## config.mk

```make
export PLATFORM = sky130hd
export DESIGN_NAME = serial_adapter_register_model_unit_flat
export DESIGN_NICKNAME = d
export VERILOG_FILES = /design/src/rtl/sarm_pkg.sv /design/src/rtl/sarm_item_if.sv /design/src/rtl/sarm_result_if.sv /design/src/rtl/sarm_core.sv /design/src/rtl/serial_adapter_register_model_unit.sv /design/src/flat_wrapper.sv
export VERILOG_INCLUDE_DIRS = /design/src /design/src/rtl
export SDC_FILE = /design/constraint.sdc
export NUM_CORES = 1
export LEC_CHECK = 0
export ABC_AREA = 1
export BUFFER_PORTS_ARGS = -buffer_cell sky130_fd_sc_hd__clkbuf_2
export CORE_MARGIN = 5
export CORE_UTILIZATION = 45
export DETAILED_ROUTE_END_ITERATION = 6
export GPL_ROUTABILITY_DRIVEN = 0
export PLACE_DENSITY = 0.7
export SYNTH_ARGS = -nofsm -noshare
export SYNTH_HDL_FRONTEND = slang
export SYNTH_SLANG_ARGS = --single-unit
export TNS_END_PERCENT = 1
```

## constraint.sdc

```tcl
create_clock -name clk -period 2.45 [get_ports clk]
set_input_delay 0.735 -clock clk [delete_from_list [all_inputs] [get_ports clk]]
set_output_delay 0.735 -clock clk [all_outputs]
set_load 0.1 [all_outputs]
```

## src/rtl/assert_macros.svh

```systemverilog
// ---------------------------------------------------------------------------
// Assertion macros
// Shared concurrent assertion forms, clocked on clk, disabled in reset.
// ---------------------------------------------------------------------------
`ifndef ASSERT_MACROS_SVH
`define ASSERT_MACROS_SVH

// property must hold at every edge out of reset
`define SARM_ASSERT(lbl, prop, msg) \
	lbl: assert property (@(posedge clk) disable iff (!arst_n) (prop)) else $error(msg);

// antecedent implies consequent in the same cycle
`define SARM_ASSERT_IMPL(lbl, ante, cons, msg) \
	lbl: assert property (@(posedge clk) disable iff (!arst_n) (ante) |-> (cons)) else $error(msg);

`endif

```

## src/rtl/sarm_pkg.sv

```systemverilog
// ---------------------------------------------------------------------------
// sarm_pkg
// Types and constants shared by the serial adapter register model.
// ---------------------------------------------------------------------------
package sarm_pkg;

	typedef enum logic [1:0] {
		CMD_READ  = 2'd0,
		CMD_WRITE = 2'd1,
		CMD_LINE  = 2'd2,
		CMD_TXRDY = 2'd3
	} cmd_t;

	localparam logic [1:0] DIV_MASTER_RESET = 2'b11;
	localparam logic [1:0] TXC_IRQ_EN       = 2'b01;
	localparam logic [7:0] VECTOR_RESET     = 8'd1;

	typedef struct packed {
		cmd_t        command;
		logic [15:0] address;
		logic [7:0]  write_data;
		logic [7:0]  line_byte;
	} item_t;

	typedef struct packed {
		logic [7:0] read_data;
		logic       irq_active;
		logic       tx_valid;
		logic [7:0] tx_byte;
	} result_t;

endpackage

```

## src/rtl/sarm_item_if.sv

```systemverilog
// ---------------------------------------------------------------------------
// sarm_item_if
// Input channel: one bus access or line event per beat.
// ---------------------------------------------------------------------------
interface sarm_item_if;
	logic        valid;
	logic        ready;
	logic [1:0]  command;
	logic [15:0] address;
	logic [7:0]  write_data;
	logic [7:0]  line_byte;

	modport source (output valid, command, address, write_data, line_byte, input ready);
	modport sink   (input valid, command, address, write_data, line_byte, output ready);
endinterface

```

## src/rtl/sarm_result_if.sv

```systemverilog
// ---------------------------------------------------------------------------
// sarm_result_if
// Output channel: one result beat per input beat.
// ---------------------------------------------------------------------------
interface sarm_result_if;
	logic       valid;
	logic       ready;
	logic [7:0] read_data;
	logic       irq_active;
	logic       tx_valid;
	logic [7:0] tx_byte;

	modport source (output valid, read_data, irq_active, tx_valid, tx_byte, input ready);
	modport sink   (input valid, read_data, irq_active, tx_valid, tx_byte, output ready);
endinterface

```

## src/rtl/sarm_core.sv

```systemverilog
// ---------------------------------------------------------------------------
// sarm_core
// Adapter register file and per-beat update: decode, flag update, IRQ.
// ---------------------------------------------------------------------------
module sarm_core import sarm_pkg::*; (
	input  logic        clk,
	input  logic        arst_n,
	input  logic [15:0] base_address,
	input  logic        fire,
	input  item_t       item,
	output result_t     res
);

	logic [7:0] control_q, control_n;
	logic       rdrf_q, rdrf_n;
	logic       tdre_q, tdre_n;
	logic       ovrn_q, ovrn_n;
	logic [7:0] rx_byte_q, rx_byte_n;
	logic [7:0] tx_byte_q, tx_byte_n;
	logic [7:0] vector_q, vector_n;

	logic [15:0] data_addr;
	logic        is_ctrl;
	logic        is_data;
	logic        irq_cur;
	logic        irq_next;

	assign data_addr = base_address + 16'd1;
	assign is_ctrl   = (item.address == base_address);
	assign is_data   = !is_ctrl && (item.address == data_addr);

	assign irq_cur = (control_q[7] && (rdrf_q || ovrn_q)) ||
		((control_q[6:5] == TXC_IRQ_EN) && tdre_q);
	assign irq_next = (control_n[7] && (rdrf_n || ovrn_n)) ||
		((control_n[6:5] == TXC_IRQ_EN) && tdre_n);

	always_comb begin
		control_n     = control_q;
		rdrf_n        = rdrf_q;
		tdre_n        = tdre_q;
		ovrn_n        = ovrn_q;
		rx_byte_n     = rx_byte_q;
		tx_byte_n     = tx_byte_q;
		vector_n      = vector_q;
		res.read_data = 8'd0;
		res.tx_valid  = 1'b0;
		res.tx_byte   = 8'd0;
		unique case (item.command)
			CMD_READ: begin
				if (is_ctrl) begin
					res.read_data = {irq_cur, 1'b0, ovrn_q, 3'b000, tdre_q, rdrf_q};
				end else if (is_data) begin
					rdrf_n        = 1'b0;
					ovrn_n        = 1'b0;
					res.read_data = rx_byte_q;
				end else begin
					res.read_data = vector_q;
				end
			end
			CMD_WRITE: begin
				if (is_ctrl) begin
					control_n = item.write_data;
					if (item.write_data[1:0] == DIV_MASTER_RESET) begin
						rdrf_n = 1'b0;
						ovrn_n = 1'b0;
						tdre_n = 1'b1;
					end
				end else if (is_data) begin
					tx_byte_n = item.write_data;
					tdre_n    = 1'b0;
				end else begin
					vector_n = item.write_data;
				end
			end
			CMD_LINE: begin
				rx_byte_n = item.line_byte;
				if (rdrf_q) begin
					ovrn_n = 1'b1;
				end
				rdrf_n = 1'b1;
			end
			CMD_TXRDY: begin
				if (!tdre_q) begin
					res.tx_valid = 1'b1;
					res.tx_byte  = tx_byte_q;
					tdre_n       = 1'b1;
				end
			end
			default: begin
			end
		endcase
		res.irq_active = irq_next;
	end

	always_ff @(posedge clk or negedge arst_n) begin
		if (!arst_n) begin
			control_q <= 8'd0;
			rdrf_q    <= 1'b0;
			tdre_q    <= 1'b1;
			ovrn_q    <= 1'b0;
			rx_byte_q <= 8'd0;
			tx_byte_q <= 8'd0;
			vector_q  <= VECTOR_RESET;
		end else if (fire) begin
			control_q <= control_n;
			rdrf_q    <= rdrf_n;
			tdre_q    <= tdre_n;
			ovrn_q    <= ovrn_n;
			rx_byte_q <= rx_byte_n;
			tx_byte_q <= tx_byte_n;
			vector_q  <= vector_n;
		end
	end

endmodule

```

## src/rtl/serial_adapter_register_model_unit.sv

```systemverilog
// ---------------------------------------------------------------------------
// serial_adapter_register_model_unit
// Register model of a serial adapter behind valid/ready channels.
// ---------------------------------------------------------------------------
// Each input beat (bus read, bus write, received line byte or transmit line
// ready) gives exactly one result beat. Beats are taken one per clock unless
// results stall, and pass an input register, then the adapter register
// update and a result register. The result register parts the channels: a
// beat is taken while a result waits if the input register is free. The user
// writes base_address via cfg_we/cfg_data only while no beat is in flight;
// the block does not check it. Data register: base_address + 1, 16-bit wrap.
module serial_adapter_register_model_unit import sarm_pkg::*; (
	input  logic        clk,
	input  logic        arst_n,
	input  logic        cfg_we,
	input  logic [15:0] cfg_data,
	sarm_item_if.sink     item_ch,
	sarm_result_if.source result_ch
);

	`include "assert_macros.svh"

	logic [15:0] base_q;
	logic        valid_s1;
	item_t       item_s1;
	logic        valid_s2;
	result_t     res_s2;
	result_t     res;
	logic        s2_free;
	logic        fire;
	logic        take;

	assign s2_free       = !valid_s2 || result_ch.ready;
	assign fire          = valid_s1 && s2_free;
	assign item_ch.ready = !valid_s1 || s2_free;
	assign take          = item_ch.valid && item_ch.ready;

	always_ff @(posedge clk or negedge arst_n) begin
		if (!arst_n) begin
			base_q <= 16'd0;
		end else if (cfg_we) begin
			base_q <= cfg_data;
		end
	end

	always_ff @(posedge clk or negedge arst_n) begin
		if (!arst_n) begin
			valid_s1 <= 1'b0;
		end else if (take) begin
			valid_s1 <= 1'b1;
		end else if (fire) begin
			valid_s1 <= 1'b0;
		end
	end

	always_ff @(posedge clk) begin
		if (take) begin
			item_s1.command    <= cmd_t'(item_ch.command);
			item_s1.address    <= item_ch.address;
			item_s1.write_data <= item_ch.write_data;
			item_s1.line_byte  <= item_ch.line_byte;
		end
	end

	sarm_core u_core (
		.clk          (clk),
		.arst_n       (arst_n),
		.base_address (base_q),
		.fire         (fire),
		.item         (item_s1),
		.res          (res)
	);

	always_ff @(posedge clk or negedge arst_n) begin
		if (!arst_n) begin
			valid_s2 <= 1'b0;
		end else if (fire) begin
			valid_s2 <= 1'b1;
		end else if (result_ch.ready) begin
			valid_s2 <= 1'b0;
		end
	end

	always_ff @(posedge clk) begin
		if (fire) begin
			res_s2 <= res;
		end
	end

	assign result_ch.valid      = valid_s2;
	assign result_ch.read_data  = res_s2.read_data;
	assign result_ch.irq_active = res_s2.irq_active;
	assign result_ch.tx_valid   = res_s2.tx_valid;
	assign result_ch.tx_byte    = res_s2.tx_byte;

	// a line hand-off never comes with read data
	`SARM_ASSERT_IMPL(a_tx_no_rdata, valid_s2 && res_s2.tx_valid, res_s2.read_data == 8'd0, "tx beat carries read data")
	`SARM_ASSERT_IMPL(a_tx_byte_zero, valid_s2 && !res_s2.tx_valid, res_s2.tx_byte == 8'd0, "tx byte without tx_valid")
	// full pipe with a stalled result holds off input
	`SARM_ASSERT_IMPL(a_stall_blocks, valid_s1 && valid_s2 && !result_ch.ready, !item_ch.ready, "input taken while pipe full")
	`SARM_ASSERT(a_fire_ready, !fire || s2_free, "update while result stage blocked")

endmodule
```

## src/flat_wrapper.sv

```systemverilog
// flat-port wrapper written by rule: the top's interface ports become plain ports
module serial_adapter_register_model_unit_flat import sarm_pkg::*;
  (clk, arst_n, cfg_we, cfg_data, item_ch_valid, item_ch_command, item_ch_address, item_ch_write_data, item_ch_line_byte, item_ch_ready, result_ch_valid, result_ch_read_data, result_ch_irq_active, result_ch_tx_valid, result_ch_tx_byte, result_ch_ready);
  sarm_item_if item_ch_i ();
  sarm_result_if result_ch_i ();
  input  logic clk;
  input  logic arst_n;
  input  logic cfg_we;
  input  logic [15:0] cfg_data;
  input wire logic [$bits(item_ch_i.valid)-1:0] item_ch_valid;
  input wire logic [$bits(item_ch_i.command)-1:0] item_ch_command;
  input wire logic [$bits(item_ch_i.address)-1:0] item_ch_address;
  input wire logic [$bits(item_ch_i.write_data)-1:0] item_ch_write_data;
  input wire logic [$bits(item_ch_i.line_byte)-1:0] item_ch_line_byte;
  output wire logic [$bits(item_ch_i.ready)-1:0] item_ch_ready;
  output wire logic [$bits(result_ch_i.valid)-1:0] result_ch_valid;
  output wire logic [$bits(result_ch_i.read_data)-1:0] result_ch_read_data;
  output wire logic [$bits(result_ch_i.irq_active)-1:0] result_ch_irq_active;
  output wire logic [$bits(result_ch_i.tx_valid)-1:0] result_ch_tx_valid;
  output wire logic [$bits(result_ch_i.tx_byte)-1:0] result_ch_tx_byte;
  input wire logic [$bits(result_ch_i.ready)-1:0] result_ch_ready;
  assign item_ch_i.valid = item_ch_valid;
  assign item_ch_i.command = item_ch_command;
  assign item_ch_i.address = item_ch_address;
  assign item_ch_i.write_data = item_ch_write_data;
  assign item_ch_i.line_byte = item_ch_line_byte;
  assign item_ch_ready = item_ch_i.ready;
  assign result_ch_valid = result_ch_i.valid;
  assign result_ch_read_data = result_ch_i.read_data;
  assign result_ch_irq_active = result_ch_i.irq_active;
  assign result_ch_tx_valid = result_ch_i.tx_valid;
  assign result_ch_tx_byte = result_ch_i.tx_byte;
  assign result_ch_i.ready = result_ch_ready;
  serial_adapter_register_model_unit u_core (.clk(clk), .arst_n(arst_n), .cfg_we(cfg_we), .cfg_data(cfg_data), .item_ch(item_ch_i), .result_ch(result_ch_i));
endmodule
```

==> reports/metrics.cfg <==
[synth]
synth_top_family_by_area = simple AND/OR/NAND/NOR gates
synth_cell_types = 35
synth.net_count = 558
synthFlopType = edfxtp_1
ys_warn_count = 0
yosys.area_share.adder = 0.002634
synth_edf_count = 52
synth_top_area_cell = edfxtp_1
synth_area_per_cell_um2 = 9.461
synth_top_area_share = 0.3288
async_flop_share = 0.4800
synth_compound_area_frac = 0.06902
synth-xor-area-share = 0.02397
synth-seq-area-share = 0.5822
synth_area_um2 = 4750
synth.area.top_cells = edfxtp_1 33%, dfrtp_1 24%, nand2_1 11%
ys_ff_latch = 100
synthCells = 502
synthSimpleGateAreaFrac = 0.2244
synth.area.mux_share = 0.03082

[grt]
grt_antenna_before_repair = 0
grt-ovfl-total = 0
first_global_vias = 3371
grt_max_degree = 49
track_usage = 0.1584
grt_pass1_wl_um = 16200

[final_layout]
nNetsFinal = 643
final_area_um2 = 5578
n_fill_cell = 919
diodes = 0
area_growth_pct = 17.44
multi_input_area_um2 = 1689
stdcell_count = 728
regArea_um2 = 2766
drive_gt1_frac = 0.2534

[clocking]
cts_buffer_depth = 2
clkLatencyLatePin_ns = 0.38
clock_sinks = 100
htree_levels = 3
ctsHoldBuffers = 0
cts_inserted_buffers = 9
clkTransAtPathRegs_ns = 0.11
cts_tree = built
root_buffer = clkbuf_8

[setup_path]
r2r-start = u_core.base_q[1]$_DFFE_PN0P_
worstPathRequired_ns = 2.72
path_max_fanout = 18
critPathLaunchType = register
crit_path_end = u_core.u_core.tx_byte_q[0]$_DFFE_PN0P_
criticalPathCategory = register to register
worstSetupEndpointType = register
arrival_ns = 2.62
r2r_end = u_core.u_core.tx_byte_q[0]$_DFFE_PN0P_
rr_worst_depth = 13
startpoint = u_core.base_q[1]$_DFFE_PN0P_
reg2reg_slack_ns = 0.10

[sta]
hold_viol_final = 0
fin_crit_ns = 2.348
setup_tns_ns = 0
fin_worst_skew_ns = 0.01797
post-route-period-util = 0.9584
worstMarginPinSlew_ns = 0.6308
fmax_mhz = 425.9
relSlewSlack = 0.5795
maxSlewViolCount = 0
fin_ws_ns = 0.1020
setup_viol = 0
grt_setup_unrepaired = true

[place]
dp_slack_ns = 0.05095
placed_cells = 710
placed_area_um2 = 5318
dp_hpwl_um = 7289
portBuffers = 74

[drt]
vias = 3560
drc_errors = 0
wl_per_cell_um = 13.27
drtIter0Drc = 259
drt_wl_total_um = 9658
detail_route.first_pass.iterations = 5
ant_nets = 0
viasPerCell = 4.890

[run_status]
outcome = finished, final reports clean

[floorplan]
die-height_um = 112.7
start_util = 0.4601
rows = 37
core_um2 = 10320
die_x_um = 112.7
ios = 75
dieArea_um2 = 12710

[flow_run]
maxCapViolCount = 0

[pwr]
p_seq_frac = 0.515
pwr-share-comb = 0.231
p_int_mw = 2.725
p_sw_mw = 1.516
power.share.switching = 0.3575
pwr-share-clk = 0.254
ir_drop_v = 0.0003160
power.leakage_nw = 2.584
powerDensity_nw_per_um2 = 760.3

[worst_hold_path]
hold_class = input port to async pin

==> cell families after synthesis <==
group	Yosys count
buf+inv	80
simple gates	242
flops	100
compound gates	53
mux	13
xor+xnor	13
fa+ha+maj	1
==> synthesized netlist by cell type, types with 2 or more instances <==
library cell	instances
a21oi_1	5
buf_6	2
dfstp_2	2
o21ai_1	2
nand2_2	9
mux2_2	13
nor2_2	5
edfxtp_1	52
buf_2	2
a31oi_1	3
o21ai_0	26
a211oi_1	4
nor2_4	2
dfrtp_1	46
inv_1	67
nand2_1	144
xor2_1	6
clkbuf_1	3
nand4_1	7
nand3_1	27
xnor2_1	7
clkinv_1	3
nor2_1	40
inv_2	3
nor3_1	3
o21ai_2	10
==> power by group through the flow <==
stage          Sequential [mW]  Combinational (mW)  Clock [mW]
5_1_grt                   2.22                1.07        1.18
3_3_place_gp              2.21               0.951           0
3_5_place_dp              2.22               0.974           0
6_report                  2.18               0.981        1.08
4_1_cts                   2.18               0.977        1.11
2_1_floorplan             2.47               0.453           0
==> layout by cell type (no fill, tap or decap), types with 2 or more instances in the layout <==
master	synthesis	final
nand4_1	7	7
inv_1	67	67
nand2_2	9	9
clkinv_8	0	3
nor2_1	40	40
nand3_2	1	2
nand2_1	144	144
clkbuf_8	0	9
dfstp_2	2	2
mux2_2	13	13
buf_4	0	5
o21ai_0	26	26
inv_2	3	3
nand3_1	27	26
a21oi_1	5	5
buf_12	0	3
o21ai_1	2	2
xor2_1	6	6
xnor2_1	7	6
edfxtp_1	52	52
a31oi_1	3	3
o21ai_2	10	10
nor3_1	3	2
clkbuf_2	0	73
clkinv_1	3	3
nor2_4	2	3
inv_6	0	2
dfrtp_1	46	45
a211oi_1	4	4
nor2_2	5	4
==> registers in the layout (all words and copies together), names as in the netlist <==
register and flops:
u_core.base_q 16, u_core.item_s1 34, u_core.u_core.tdre_q 1, u_core.valid_s1 1, u_core.result_ch.valid 1, u_core.u_core.rdrf_q 1
u_core.result_ch.read_data 8, u_core.result_ch.tx_byte 8, u_core.u_core.rx_byte_q 8, u_core.u_core.control_q 3, u_core.u_core.tx_byte_q 8, u_core.u_core.ovrn_q 1
u_core.u_core.vector_q 8, u_core.result_ch.tx_valid 1, u_core.result_ch.irq_active 1
==> critical path: stages (launching register included) <==
cell and delay, ns:
dfrtp_1 0.44, ha_1 0.31, inv_1 0.05, nand2_1 0.05
nand2_1 0.05, nor2_1 0.17, nand2_1 0.07, nor2_1 0.11
nand3_1 0.10, nor2_2 0.16, nand3_4 0.19, nand3b_4 0.35
nand2_1 0.14, o21ai_2 0.06
==> routing by layer <==
layer	part of all wire	track usage	up-vias
met5	0	0	-
met4	0.019	0.05849	0
met3	0.064	0.03316	14
met2	0.47	0.2516	124
met1	0.44	0.2154	1630
li1	-	-	1792
==> stage by stage <==
step	utilization	power (mW)	hold WS, ns
floorplan	-	2.920	0.4394
global placement	0.5151	3.159	0.4624
detailed placement	0.5151	3.189	0.4667
CTS	0.5359	4.264	0.4632
global route	0.5403	4.476	0.4926
finish	0.5403	4.241	0.4470
==> cell type report <==
| class | count | share of cell area |
|---|---|---|
| flip-flops and latches | 100 | 0.4960 |
| multi-input cells | 322 | 0.3028 |
| repair buffers | 81 | 0.08300 |
| inverters | 73 | 0.04913 |
| well taps | 136 | 0.03051 |
| clock buffers | 9 | 0.02221 |
| clock inverters | 7 | 0.01638 |
==> worst min-delay path by stage <==
stage	endpoint	slack, ns	depth (start not counted)
after global placement	u_core.u_core.rx_byte_q[0]$_DFFE_PN0P_	0.46	1
after CTS	u_core.base_q[15]$_DFFE_PN0P_	0.46	2
after global routing	u_core.u_core.tx_byte_q[1]$_DFFE_PN0P_	0.49	2
after floorplan	u_core.base_q[0]$_DFFE_PN0P_	0.44	0
after detailed placement	u_core.u_core.rx_byte_q[4]$_DFFE_PN0P_	0.47	1
final	u_core.base_q[15]$_DFFE_PN0P_	0.45	2
==> what timing repair did <==
item,in CTS,in global routing
gates resized for setup,0,3
endpoints found under the setup margin,0,19
setup buffers,0,2
Power figures use the tool's default switching activity.
